File: config.mk
export PLATFORM = sky130hd
export DESIGN_NAME = utf8_stream_decoder
export DESIGN_NICKNAME = d
export VERILOG_FILES = /design/src/design/u8d_pkg.sv /design/src/design/utf8_stream_decoder.sv /design/src/design/u8d_decode.sv /design/src/design/u8d_outbuf.sv
export SDC_FILE = /design/constraint.sdc
export NUM_CORES = 1
export LEC_CHECK = 0
export BUFFER_PORTS_ARGS = -buffer_cell sky130_fd_sc_hd__buf_2
export CAP_MARGIN = 20
export CELL_PAD_IN_SITES_DETAIL_PLACEMENT = 0
export CELL_PAD_IN_SITES_GLOBAL_PLACEMENT = 1
export CORE_ASPECT_RATIO = 0.6
export CORE_MARGIN = 2
export CORE_UTILIZATION = 43
export DETAILED_ROUTE_END_ITERATION = 16
export PLACE_DENSITY = 0.78
export SKIP_LAST_GASP = 1
export SLEW_MARGIN = 5
export SYNTH_ARGS = -nofsm -noshare
export SYNTH_HDL_FRONTEND = slang
export SYNTH_SLANG_ARGS = --single-unit
export TNS_END_PERCENT = 1
File: constraint.sdc
create_clock -name clk_i -period 3.4 [get_ports clk_i]
set_input_delay 0.17 -clock clk_i [delete_from_list [all_inputs] [get_ports clk_i]]
set_output_delay 0.17 -clock clk_i [all_outputs]
set_load 0.05 [all_outputs]
File: src/design/u8d_pkg.sv
// Package for the UTF-8 stream decoder: beat payload types, lead-byte
// classification and the merge functions for 2-, 3- and 4-byte sequences.
// Depends on nothing.
package u8d_pkg;

  // Input beat: one raw byte of the string and its last-byte flag.
  typedef struct packed {
    logic [7:0] data_byte;
    logic       final_byte;
  } u8d_in_t;

  // Output beat: one code point and its end-of-string mark.
  typedef struct packed {
    logic [20:0] code_point;
    logic        string_end;
  } u8d_out_t;

  localparam int unsigned MaxResults = 3;

  // Results that one input beat produces, listed in delivery order.
  typedef struct packed {
    logic [1:0]                    count;
    u8d_out_t [MaxResults-1:0]     item;
  } u8d_res_t;

  localparam logic [2:0] LenSingle = 3'd1;
  localparam logic [2:0] LenTwo    = 3'd2;
  localparam logic [2:0] LenThree  = 3'd3;
  localparam logic [2:0] LenFour   = 3'd4;

  // Sequence length announced by a lead byte, or one for a byte that stands alone.
  function automatic logic [2:0] lead_len(input logic [7:0] b);
    logic [2:0] len;
    if ((b & 8'hE0) == 8'hC0) begin
      len = LenTwo;
    end else if ((b & 8'hF0) == 8'hE0) begin
      len = LenThree;
    end else if ((b & 8'hF8) == 8'hF0) begin
      len = LenFour;
    end else begin
      len = LenSingle;
    end
    return len;
  endfunction

  // A byte given as its own value.
  function automatic logic [20:0] raw_cp(input logic [7:0] b);
    return {13'd0, b};
  endfunction

  function automatic logic [20:0] merge2(input logic [7:0] b0, input logic [7:0] b1);
    return {10'd0, b0[4:0], b1[5:0]};
  endfunction

  function automatic logic [20:0] merge3(input logic [7:0] b0, input logic [7:0] b1,
                                         input logic [7:0] b2);
    return {5'd0, b0[3:0], b1[5:0], b2[5:0]};
  endfunction

  function automatic logic [20:0] merge4(input logic [7:0] b0, input logic [7:0] b1,
                                         input logic [7:0] b2, input logic [7:0] b3);
    return {b0[2:0], b1[5:0], b2[5:0], b3[5:0]};
  endfunction

endpackage

File: src/design/utf8_stream_decoder.sv
// UTF-8 stream decoder: one string byte per input beat, code points out.
// A result is offered in the cycle after its last byte. Throughput: one byte
// per cycle while out_ready_i is high; a string that ends inside a sequence
// gives two or three results; the input waits until all but the last leaves.
// Reset (rst_ni, asynchronous, active low) closes any open sequence and
// empties the result buffer; no clearing pass is needed.
module utf8_stream_decoder
  import u8d_pkg::*;
(
  input  logic     clk_i,
  input  logic     rst_ni,
  input  logic     in_valid_i,
  output logic     in_ready_o,
  input  u8d_in_t  in_data_i,
  output logic     out_valid_o,
  input  logic     out_ready_i,
  output u8d_out_t out_data_o
);

  u8d_res_t dec_res;
  logic     accept;

  assign accept = in_valid_i && in_ready_o;

  u8d_decode u_decode (
    .clk_i    (clk_i),
    .rst_ni   (rst_ni),
    .accept_i (accept),
    .in_i     (in_data_i),
    .res_o    (dec_res)
  );

  u8d_outbuf u_outbuf (
    .clk_i       (clk_i),
    .rst_ni      (rst_ni),
    .load_i      (accept && (dec_res.count != 2'd0)),
    .res_i       (dec_res),
    .can_load_o  (in_ready_o),
    .out_valid_o (out_valid_o),
    .out_ready_i (out_ready_i),
    .out_data_o  (out_data_o)
  );

  // A beat that yields results must show a result in the next cycle.
  assert property (@(posedge clk_i) disable iff (!rst_ni)
    (accept && dec_res.count != 2'd0) |=> out_valid_o)
    else $error("decoded result was not presented");

  // Several results from one byte only happen at the end of a string.
  assert property (@(posedge clk_i) disable iff (!rst_ni)
    (accept && dec_res.count > 2'd1) |-> in_data_i.final_byte)
    else $error("multiple results from a byte that is not final");

  // The input is open only when any pending result leaves in this cycle.
  assert property (@(posedge clk_i) disable iff (!rst_ni)
    in_ready_o |-> (!out_valid_o || out_ready_i))
    else $error("input accepted while results are still waiting");

endmodule

File: src/design/u8d_decode.sv
// Decode stage of the UTF-8 stream decoder: holds the bytes of an open
// sequence and turns each input beat into zero to three results.
// Depends on u8d_pkg.
module u8d_decode
  import u8d_pkg::*;
(
  input  logic     clk_i,
  input  logic     rst_ni,
  input  logic     accept_i,
  input  u8d_in_t  in_i,
  output u8d_res_t res_o
);

  logic [7:0] held_q [MaxResults];
  logic [1:0] held_cnt_q, held_cnt_d;
  logic [2:0] seq_len_q, seq_len_d;
  logic       hold_wr;
  logic [1:0] hold_idx;

  logic [7:0] b;
  logic       fin;
  logic [2:0] b_len;
  logic [2:0] n_bytes;

  assign b       = in_i.data_byte;
  assign fin     = in_i.final_byte;
  assign b_len   = lead_len(b);
  assign n_bytes = {1'b0, held_cnt_q} + 3'd1;

  // Result and next-state selection for one beat.
  always_comb begin
    res_o      = '0;
    held_cnt_d = held_cnt_q;
    seq_len_d  = seq_len_q;
    hold_wr    = 1'b0;
    hold_idx   = held_cnt_q;

    if (held_cnt_q == 2'd0) begin
      if (b_len != LenSingle && !fin) begin
        // Lead byte opens a sequence.
        hold_wr    = 1'b1;
        hold_idx   = 2'd0;
        held_cnt_d = 2'd1;
        seq_len_d  = b_len;
      end else begin
        res_o.count                 = 2'd1;
        res_o.item[0].code_point    = raw_cp(b);
        res_o.item[0].string_end    = fin;
      end
    end else if (n_bytes >= seq_len_q) begin
      // This byte completes the open sequence.
      res_o.count              = 2'd1;
      res_o.item[0].string_end = fin;
      unique case (seq_len_q)
        LenTwo:   res_o.item[0].code_point = merge2(held_q[0], b);
        LenThree: res_o.item[0].code_point = merge3(held_q[0], held_q[1], b);
        LenFour:  res_o.item[0].code_point = merge4(held_q[0], held_q[1], held_q[2], b);
        default:  res_o.item[0].code_point = raw_cp(b);
      endcase
      held_cnt_d = 2'd0;
      seq_len_d  = 3'd0;
    end else if (!fin) begin
      // Sequence still in flight: keep the byte.
      hold_wr    = 1'b1;
      held_cnt_d = held_cnt_q + 2'd1;
    end else begin
      // String ended inside a sequence. The lead cannot fit and goes out raw;
      // with two held bytes the second may still start a 2-byte sequence.
      res_o.item[0].code_point = raw_cp(held_q[0]);
      res_o.item[0].string_end = 1'b0;
      if (held_cnt_q == 2'd1) begin
        res_o.count              = 2'd2;
        res_o.item[1].code_point = raw_cp(b);
        res_o.item[1].string_end = 1'b1;
      end else if (lead_len(held_q[1]) == LenTwo) begin
        res_o.count              = 2'd2;
        res_o.item[1].code_point = merge2(held_q[1], b);
        res_o.item[1].string_end = 1'b1;
      end else begin
        res_o.count              = 2'd3;
        res_o.item[1].code_point = raw_cp(held_q[1]);
        res_o.item[1].string_end = 1'b0;
        res_o.item[2].code_point = raw_cp(b);
        res_o.item[2].string_end = 1'b1;
      end
      held_cnt_d = 2'd0;
      seq_len_d  = 3'd0;
    end
  end

  // Sequence bookkeeping.
  always_ff @(posedge clk_i or negedge rst_ni) begin
    if (!rst_ni) begin
      held_cnt_q <= 2'd0;
      seq_len_q  <= 3'd0;
    end else if (accept_i) begin
      held_cnt_q <= held_cnt_d;
      seq_len_q  <= seq_len_d;
    end
  end

  // Held bytes carry no reset; an entry is read only after it is written.
  always_ff @(posedge clk_i) begin
    if (accept_i && hold_wr) begin
      held_q[hold_idx] <= b;
    end
  end

endmodule

File: src/design/u8d_outbuf.sv
// Result buffer of the UTF-8 stream decoder: holds up to three results of one
// input beat and hands them out one beat at a time.
// Depends on u8d_pkg.
module u8d_outbuf
  import u8d_pkg::*;
(
  input  logic     clk_i,
  input  logic     rst_ni,
  input  logic     load_i,
  input  u8d_res_t res_i,
  output logic     can_load_o,
  output logic     out_valid_o,
  input  logic     out_ready_i,
  output u8d_out_t out_data_o
);

  u8d_out_t   ent_q [MaxResults];
  logic [1:0] cnt_q;
  logic       pop;

  assign out_valid_o = (cnt_q != 2'd0);
  assign out_data_o  = ent_q[0];
  assign pop         = out_valid_o && out_ready_i;
  // New results may enter once the buffer is empty or drains its last beat now.
  assign can_load_o  = (cnt_q == 2'd0) || (cnt_q == 2'd1 && out_ready_i);

  // Occupancy count.
  always_ff @(posedge clk_i or negedge rst_ni) begin
    if (!rst_ni) begin
      cnt_q <= 2'd0;
    end else if (load_i) begin
      cnt_q <= res_i.count;
    end else if (pop) begin
      cnt_q <= cnt_q - 2'd1;
    end
  end

  // Entries load in delivery order and shift toward the head on each pop.
  always_ff @(posedge clk_i) begin
    if (load_i) begin
      ent_q[0] <= res_i.item[0];
      ent_q[1] <= res_i.item[1];
      ent_q[2] <= res_i.item[2];
    end else if (pop) begin
      ent_q[0] <= ent_q[1];
      ent_q[1] <= ent_q[2];
    end
  end

endmodule
* Word-level counts from Yosys, hierarchy flattened
Memory sizes are Yosys's and may differ from the RTL's.
Index checks and enable logic that the tools add are counted.
** Storage, ports and cells
- Register bits :: 7
- Output and inout port bits :: 24
- Memories :: 2
- Input bits :: 13
- Bits in writable memories :: 90
** Memory list
- u_outbuf.ent_q :: words 3, bits a word 22, rd ports 3, clocked after memory_dff 0, write ports 3, line u8d_outbuf.sv:17 : u8d_out_t ent_q [MaxResults];
- u_decode.held_q :: words 3, bits a word 8, rd ports 3, clocked after memory_dff 0, write ports 1, line u8d_decode.sv:14 : logic [7:0] held_q [MaxResults];
** Operators by class
- Reduce and logical (&&, ||, !) cells :: 16
- Add/sub/neg operators :: 3
- Equality and inequality tests :: 14
- Bitwise logic cells :: 2
- Magnitude comparators :: 1
- Muxes and demuxes :: 51
** Operators with widths (count)
- $mux W22 :: 6
- $mux W44 :: 2
- $mux W68 :: 1
- $pmux W21 S3 :: 1
- $mux W3 :: 14
- $mux W2 :: 11
- $mux W9 :: 2
- $mux W1 :: 13
- $mux W12 :: 1
- $eq A5 B5 Y1 const B :: 2
- $eq A3 B2 Y1 const B :: 3
- $eq A3 B3 Y1 const B :: 3
- $eq A4 B4 Y1 const B :: 2
- $logic_and A1 B1 Y1 :: 6
- $reduce_bool A2 Y1 :: 3
- $eq A2 B1 Y1 const B :: 2
- $logic_not A2 Y1 :: 2
- $add A2 B1 Y3 const B :: 1
- $ge A3 B3 Y1 :: 1
- $ne A3 B1 Y1 const B :: 1
- $reduce_and A3 Y1 :: 1
- $reduce_bool A3 Y1 :: 1
- $add A2 B1 Y2 const B :: 1
- $ne A2 B2 Y1 const B :: 1
- other kinds (5) :: 6

* Logic depth before layout (Yosys ltp)
Gate-level depths: netlist (run 1).
An unclocked memory read counts as a cell.
- Depth in word-level cells :: 20
- Depth in mapped cells :: 9

* Cells and area by module
From an unflattened synthesis (run 1), not the netlist that was laid out.
** Second synthesis, totals
- Cell total of the unflattened synthesis :: 358
- Area, all modules :: 4854.7 um^2
** Modules (own cells, without submodules)
- u8d_outbuf :: sequential area each 2031.9 um^2, times used 1, area each 2862.7 um^2, cells each 155
- u8d_decode :: sequential area each 785.8 um^2, times used 1, area each 1975.6 um^2, cells each 201
- utf8_stream_decoder :: sequential area each 0.0 um^2, times used 1, area each 16.3 um^2, cells each 2

* Least setup slack after synthesis (run 1)
OpenSTA, ideal clock, no wires.
- Kind :: reg2reg
- From :: register u_decode.held_cnt_q[0]
- To :: memory u_outbuf.ent_q[0][0] (netlist name) (enable)
- Setup slack :: 0.129 ns
- Data arrival time :: 2.875 ns
- Period minus slack after synthesis :: 3.271 ns
- Stages on the path, launching flop included :: 8
- Library setup time :: 0.396 ns
- Buffers on the path :: 0
- Cell sequence :: dfrtp_1 -> inv_1 -> ha_1 -> ha_1 -> and2_1 -> a2111oi_4 -> nor3b_4 -> nand2b_1
** RTL lines
- start: declaration :: line u8d_decode.sv:15 : logic [1:0] held_cnt_q, held_cnt_d;
- start signal: assignment :: line u8d_decode.sv:97 : held_cnt_q <= held_cnt_d;
- end: declaration :: line u8d_outbuf.sv:17

==> results by stage, run 1 <==
Outcome:
- The run finished with clean final reports.

Power and ir drop:
- The total power divided by cell area is 979.2 nW/um2.
- The peak supply drop is 388.9 uV.
- For this design the static power due to leakage is 0.001609 uW.

Placement:
- Input and output buffers added on the ports amount to 36.
- Detailed placement finished with a half-perimeter wire length of 6107 um.
- The congestion estimate from routability-driven global placement came to 0.8230.

Clock tree:
- The CTS buffer count is 9.
- The CTS H-tree depth is 3.
- The buffer depth of the longest clock path is 2.
- The clock root buffer is clkbuf_16.
- The clock tree from TritonCTS is built.
- The clock transition time at the flip-flop clock pins of the worst setup and hold paths is 50 ps.
- The clock net in this run drives a total of 72 sinks.
- The clock insertion delay at the later pin of the skew report is 340 ps.

Worst setup path:
- The number of buffers and inverters on the critical path is 1.
- The family with the most delay on the worst path is compound AO/OA/AOI/OAI gates.
- At the worst endpoint, the required time is 3540 ps.
- Among the stages of the critical path, the cell type that occurs most often is ha_1.
- Along the worst path, the maximum fanout reaches 8.
- The category of the most critical setup path is flop to flop.
- The type of destination of the critical path is a flop.
- The critical path goes through inv_1 > ha_1 > ha_1 > and2_1 > a2111oi_4 > nor3b_4 > nand2b_1 > a31oi_1.
- For the worst setup path, the data arrival time is 3130 ps.
- The largest single stage delay on the critical path is 490 ps.
- The library cell contributing the largest single delay on the critical path is a2111oi_4.
- The critical path startpoint category is a flop.

Timing:
- The final number of max-transition violations is 0.
- The setup TNS is 0 ps.
- The minimum hold slack is 150.4 ps.
- Setup violations remaining at the end of the flow were counted as 0.
- The upper clock frequency limit is 0.3343 GHz.
- The worst clock skew is 6.812 ps.
- The final critical path takes up 87.98% of the cycle.
- The remaining max-slew budget at the tightest pin is 54.36%.
- The post-route minimum period is 2991 ps.
- The slew at the pin closest to its max-slew limit is 684.6 ps.
- Setup repair after global routing left no endpoint under its margin.
- The final number of hold-violating endpoints came to 0.

Route:
- After the first detailed-routing iteration, the DRC count stood at 248.
- In the routed layout, each cell is associated on average with a via count of 5.563.
- The met3 layer wire length in the routed design is 792 um.
- The post-detailed-routing wire length is 8542 um.
- The total met2 wirelength after detailed routing is 3456 um.
- In the final routed layout, each cell accounts on average for 19.15 um.
- The number of nets with antenna violations after detailed routing is 0.
- The total vias in the final route is 2481.
- After detailed routing, the number of remaining DRC violations is 0.
- After detailed routing, the wire length on met1 is 4190 um.
- The first detailed-routing pass took 5 iterations.
- The detailed router used layers up to and including met4.

Layout:
- The area growth from synthesis to layout is 12.57%.
- The final net count is 353.
- The share of final-layout standard cells stronger than drive strength 1 is 20.66%.
- The layout filler cell count is 754.
- The total inserted antenna cells is 0.

Floorplan:
- The initial utilization of the core area, before any placement, comes to 44.02%.
- The number of top-level pins is 37.
- The die covers 9444 um2.
- From bottom edge to top edge, the die measures 76.08 um.
- In this run the standard cell core region covers 8458 um2.
- Measured along the x axis, the die boundary spans 124.1 um.
- The number of rows created at floorplan is 26.

GRT:
- The maximum number of pins on one net before global-route repair is 36.
- In the global route stage, overall resource usage came out at 19.54%.
- The global-route wire length before repair is 13410 um.
- The total global routing overflow is 0.
- The initial antenna violation count is 0.
- The via count of the first global-routing pass is 2326.

Job:
- Across the run, the number of max-cap violations was 0.

Logic synthesis:
- The number of different library cells used by synthesis comes to 43.
- The number of nets in the synthesized netlist is 330.
- In this run the cell area of the synthesized design comes to 3724 um2.
- In the synthesized netlist, the number of instances is 306.
- Summing the sequential cell areas from Yosys gives 57.12% of the chip area.
- The total of flip-flops plus latches after synthesis is 72.
- The count of warnings emitted by yosys is 0.
- Averaged over all synthesized cells, the footprint is 12.17 um2.

Hold path:
- The type of the tightest min-delay check is input pin to flop.
[power by group]
| part | internal, uW | switching [uW] |
|---|---|---|
| logic | 526 | 1270 |
| registers | 1290 | 98.1 |
| clock network | 583 | 341 |
[registers in the layout (all words and copies together) (netlist names)]
register	count
u_outbuf.ent_q	43
u_decode.held_q	22
u_decode.held_cnt_q	2
u_outbuf.cnt_q	2
u_decode.seq_len_q	3
[cells in the final DEF, fill, tap and decap left out, types with 3 or more instances in the layout]
cell	count
edfxtp_1	65
buf_2	36
nand2_1	29
a21oi_1	17
nor2_1	16
and2_1	13
o31ai_1	12
inv_1	11
ha_1	11
a21o_1	10
mux2i_1	10
nand3_1	9
clkbuf_16	9
buf_4	7
dfrtp_1	7
o21ai_0	6
nor3_1	6
a22oi_1	6
and3_1	5
nand2b_1	4
a2bb2oi_2	4
a2bb2oi_1	3
a31oi_1	3
nor4bb_1	3
[synthesized netlist by cell type (all sizes together)]
cell,number,share of area [%]
a211o,2,0.47
edfxtp,65,52
o31ai,12,2.4
mux2i,10,2.7
inv,11,1.1
a211oi,1,0.20
o22ai,1,0.17
nor2,16,1.6
nor4bb,3,0.81
nand2b,4,0.67
nand3b,2,0.40
and3,5,0.84
a2111o,1,0.30
and3b,1,0.24
nor2b,2,0.34
dfrtp,7,4.7
buf,27,5.4
a21o,10,2.0
nand3,10,1.5
o21ai,6,0.81
a2111oi,1,0.74
a21oi,19,2.8
mux2,1,0.30
clkbuf,6,0.60
a22oi,6,1.2
nand2,29,2.9
nor3b,2,0.84
o32a,1,0.27
o311a,1,0.27
a41oi,1,0.74
nor3,6,0.81
ha,11,3.7
xnor2,1,0.24
a31oi,3,0.50
a221oi,2,0.47
and2,13,2.2
a2bb2oi,7,2.3
[worst register-to-register path: cells and delay by family (launching register included)]
family / cells / cell delay, ps
buf+inv: 1 / 130
flops: 1 / 480
simple gates: 3 / 710
compound gates: 2 / 840
fa+ha+maj: 2 / 620
[logic make-up after synthesis]
group | share of synthesized area (%)
AO/OA/AOI/OAI | 15.66
XOR/XNOR | 0.2353
adder cells (fa/ha/maj) | 3.696
buffers and inverters | 7.157
flip-flops | 57.12
multiplexers | 2.991
AND/OR/NAND/NOR | 13.14
[repair_timing]
| item | 4_1_cts | 5_1_grt |
|---|---|---|
| setup buffers | 0 | 0 |
| endpoints found under the hold margin | 7 | 0 |
| resized for setup | 0 | 0 |
| hold buffers | 1 | 0 |
[area by class of cell]
| type | count | area, um2 | area share (%) |
|---|---|---|---|
| Tap cell | 112 | 140.1 | 3.343 |
| Clock inverter | 4 | 43.79 | 1.045 |
| Multi-Input combinational cell | 190 | 1330 | 31.73 |
| Sequential cell | 72 | 2127 | 50.75 |
| Timing Repair Buffer | 45 | 262.8 | 6.269 |
| Inverter | 11 | 41.29 | 0.9851 |
| Clock buffer | 12 | 246.5 | 5.881 |
[stage by stage]
stage | utilization [%] | total power, uW | setup slack (ps) | cell area (um2) | cells
final | 49.56 | 4104 | 408.7 | 4192 | 446
after global routing | 49.56 | 4311 | 221.7 | 4192 | 446
after floorplan | - | 2890 | 128.5 | 3724 | 306
after detailed placement | 46.01 | 3193 | 460.6 | 3891 | 429
after global placement | 46.01 | 3170 | 500.0 | 3891 | 429
after CTS | 49.56 | 4122 | 434.9 | 4192 | 446
[path summary, 6_finish.rpt]
path                                              from                     end  slack [ps]  depth (start not counted)
worst max-delay path            u_decode.held_cnt_q[0]    u_outbuf.ent_q[0][8]         410                          8
worst min-delay path                      in_data_i[1]   u_decode.held_q[1][0]         150                          1
worst max register to register  u_decode.held_cnt_q[0]    u_outbuf.ent_q[0][8]         410                          8
worst min register to register    u_outbuf.ent_q[1][2]   u_outbuf.ent_q[0][24]         520                          2
max in group asynchronous                       rst_ni       u_outbuf.cnt_q[1]        3010                          2
min in group asynchronous                       rst_ni  u_decode.held_cnt_q[0]         210                          2
[metal layers]
metal / vias to the layer above / track usage, %
li1: 1169 / -
met1: 1200 / 30.38
met2: 103 / 25.57
met3: 9 / 6.662
met4: 0 / 5.393
met5: - / 0
No activity file was read; power rests on OpenSTA's default activity.
==> inputs of run 2 (changes only) <==
--- a/config.mk
+++ b/config.mk
@@ -14,6 +14,7 @@
 export CORE_UTILIZATION = 43
 export DETAILED_ROUTE_END_ITERATION = 16
 export PLACE_DENSITY = 0.78
+export RECOVER_POWER = 25
 export SKIP_LAST_GASP = 1
 export SLEW_MARGIN = 5
 export SYNTH_ARGS = -nofsm -noshare
==> results by stage, run 2 (synthesis results as in run 1) <==
Outcome:
- The run finished with clean final reports.

GRT:
- The total global routing overflow is 0 (unchanged).
- The initial antenna violation count is 0 (unchanged).
- The maximum number of pins on one net before global-route repair is 36 (unchanged).
- The via count of the first global-routing pass is 2326 (unchanged).
- The global-route wire length before repair came to 13410 um (unchanged).
- The overall global routing resource usage is 19.54% (unchanged).

Layout:
- The layout filler cell count is 764 (+1.3%).
- The final net count is 353 (unchanged).
- The total inserted antenna cells is 0 (unchanged).
- The top cell types in the final layout, fill and taps aside, are edfxtp_1 (65), nand2_1 (29), clkbuf_1 (24), a21oi_1 (17), nor2_1 (16).
- The area taken by multi-input logic gates is 1330 um2 (unchanged).
- The commonest non-fill, non-tap cell in the layout is edfxtp_1.
- The area growth from synthesis to layout is 11.83%.
- The flip-flop and latch area is 2127 um2 (unchanged).
- u_outbuf.ent_q holds more flip-flops than any other register.
- The final instance area is 4164 um2 (-0.66%).
- The share of final-layout standard cells stronger than drive strength 1 came to 14.07% (-6.6 points).
- The number of flip-flops in the largest register is 43 (unchanged).
- The largest registers in the layout are u_outbuf.ent_q: 43 flops, u_decode.held_q: 22 flops, u_decode.seq_len_q: 3 flops.

Floorplan:
- The number of top-level pins is 37 (unchanged).
- The number of rows created at floorplan is 26 (unchanged).
- The overall die height came to 76.08 um (unchanged).
- The core outline area came to 8458 um2 (unchanged).
- The die width is 124.1 um (unchanged).
- The die area is 9444 um2 (unchanged).
- The initial core utilization came to 44.02% (unchanged).

Clock tree:
- The number of instances resized during post-cts repair is 0 (unchanged).
- The number of sinks driven by the clock tree came to 72 (unchanged).
- The CTS H-tree depth is 3 (unchanged).
- The CTS buffer count is 9 (unchanged).
- The clock insertion delay at the later pin of the skew report came to 340 ps (about the same).
- The clock transition time at the flip-flop clock pins of the worst setup and hold paths is 50 ps (about the same).
- TritonCTS built the clock tree.
- The clock root buffer is clkbuf_16.
- The buffer depth of the longest clock path is 2 (unchanged).

Power and ir drop:
- The total power divided by cell area was 982.0 nW/um2 (+0.29%).
- The peak supply drop is 389.3 uV (+0.11%).
- The static leakage came to 0.001543 uW (-4.1%).
- The power after layout is 4089 uW (-0.37%).

Route:
- The post-detailed-routing wire length is 8579 um (+0.43%).
- The met3 layer wire length in the routed design came to 736 um (-7.1%).
- The post-detailed-route wirelength per cell is 19.24 um (+0.43%).
- The highest metal layer carrying signal wires in the routed design is met4.
- The total vias in the final route is 2476 (-0.20%).
- The total met2 wirelength after detailed routing is 3460 um (+0.12%).
- The number of nets with antenna violations after detailed routing is 0 (unchanged).
- The met1 wire length is 4279 um (+2.1%).
- The count of TritonRoute iterations in the first routing pass is 4 (-1).
- The number of violations reported at the end of detailed-routing iteration 0 was 247 (-0.40%).
- The residual DRC count is 0 (unchanged).
- The ratio of routed vias to standard cells was 5.552 (-0.20%).

Worst setup path:
- The largest fanout on the critical path is 8 (unchanged).
- The worst setup path is launched from a flop.
- The setup path with the least slack is of type flop to flop.
- The critical path required time is 3540 ps (about the same).
- The data arrival time at the worst-slack endpoint is 3130 ps (about the same).
- The type of destination of the critical path is a flop.

Timing:
- The remaining max-slew budget at the tightest pin was 54.50% (+0.14 points).
- The post-route minimum period came to 2996 ps (+4.988 ps).
- The count of endpoints failing setup in the final report is 0 (unchanged).
- The worst clock skew is 6.834 ps (+0.02245 ps).
- The upper clock frequency limit is 0.3337 GHz (-0.17%).
- The slew at the pin closest to its max-slew limit is 682.4 ps (-2.135 ps).
- The setup TNS is 0 ps (unchanged).
- The fraction of the cycle the final worst path needs is 88.13% (+0.15 points).
- The final number of hold-violating endpoints came to 0 (unchanged).
- The final number of max-transition violations is 0 (unchanged).
- Setup repair after global routing left no endpoint under its margin.

Placement:
- The count of input and output buffers was 36 (unchanged).
- The final HPWL from detailed placement came to 6107 um (unchanged).
- The final weighted congestion in routability-driven placement is 0.8230 (unchanged).
- The post-placement cell area was 3891 um2 (unchanged).

Job:
- The number of max-capacitance violations reported is 0 (unchanged).

Hold path:
- The type of the tightest min-delay check is input pin to flop.
run 2: worst paths after layout:
path / slack [ps] / end / cells past startpoint / from
max in group asynchronous: 2790 / u_outbuf.cnt_q[1] / 2 / rst_ni
min in group asynchronous: 290 / u_decode.held_cnt_q[0] / 2 / rst_ni
worst max-delay path: 400 / u_outbuf.ent_q[0][8] / 8 / u_decode.held_cnt_q[0]
worst max register to register: 400 / u_outbuf.ent_q[0][8] / 8 / u_decode.held_cnt_q[0]
worst min register to register: 520 / u_outbuf.ent_q[0][24] / 2 / u_outbuf.ent_q[1][2]
worst min-delay path: 250 / u_decode.held_q[1][0] / 1 / in_data_i[1]
run 2: critical path: stages (launching register included):
cell and delay, ps:
dfrtp_1 480, inv_1 130, ha_1 340, ha_1 290, and2_1 220, a2111oi_4 490
nor3b_4 110, nand2b_1 380, a31oi_1 350
run 2: metal layers:
| metal | global-route usage [%] | vias up |
|---|---|---|
| li1 | - | 1169 |
| met1 | 30.38 | 1199 |
| met2 | 25.57 | 99 |
| met3 | 6.662 | 9 |
| met4 | 5.393 | 0 |
| met5 | 0 | - |
run 2: area by class of cell:
type / count / share of cell area (%)
well taps: 112 / 3.365
repair buffers: 45 / 5.649
clock buffers: 12 / 5.919
multi-input cells: 190 / 31.94
inverters: 11 / 0.9916
flip-flops and latches: 72 / 51.08
clock inverters: 4 / 1.052
run 2: what timing repair did:
action | in CTS | in global routing
endpoints found under the hold margin | 7 | 0
hold buffers | 1 | 0
buffers inserted | 0 | 0
run 2: report_power, final:
| part | leakage, uW | internal, uW | switching [uW] |
|---|---|---|---|
| clock network | 0.000144 | 583 | 341 |
| logic | 0.000683 | 507 | 1270 |
| registers | 0.000716 | 1290 | 100 |
run 2: stage by stage:
stage,std cells,util (%),hold WS (ps),setup slack (ps)
final,446,49.23,251.3,403.7
after global routing,446,49.23,245.0,221.7
after detailed placement,429,46.01,22.38,460.6
after global placement,429,46.01,18.91,500.0
after floorplan,306,-,-125.6,128.5
after CTS,446,49.56,133.2,434.9
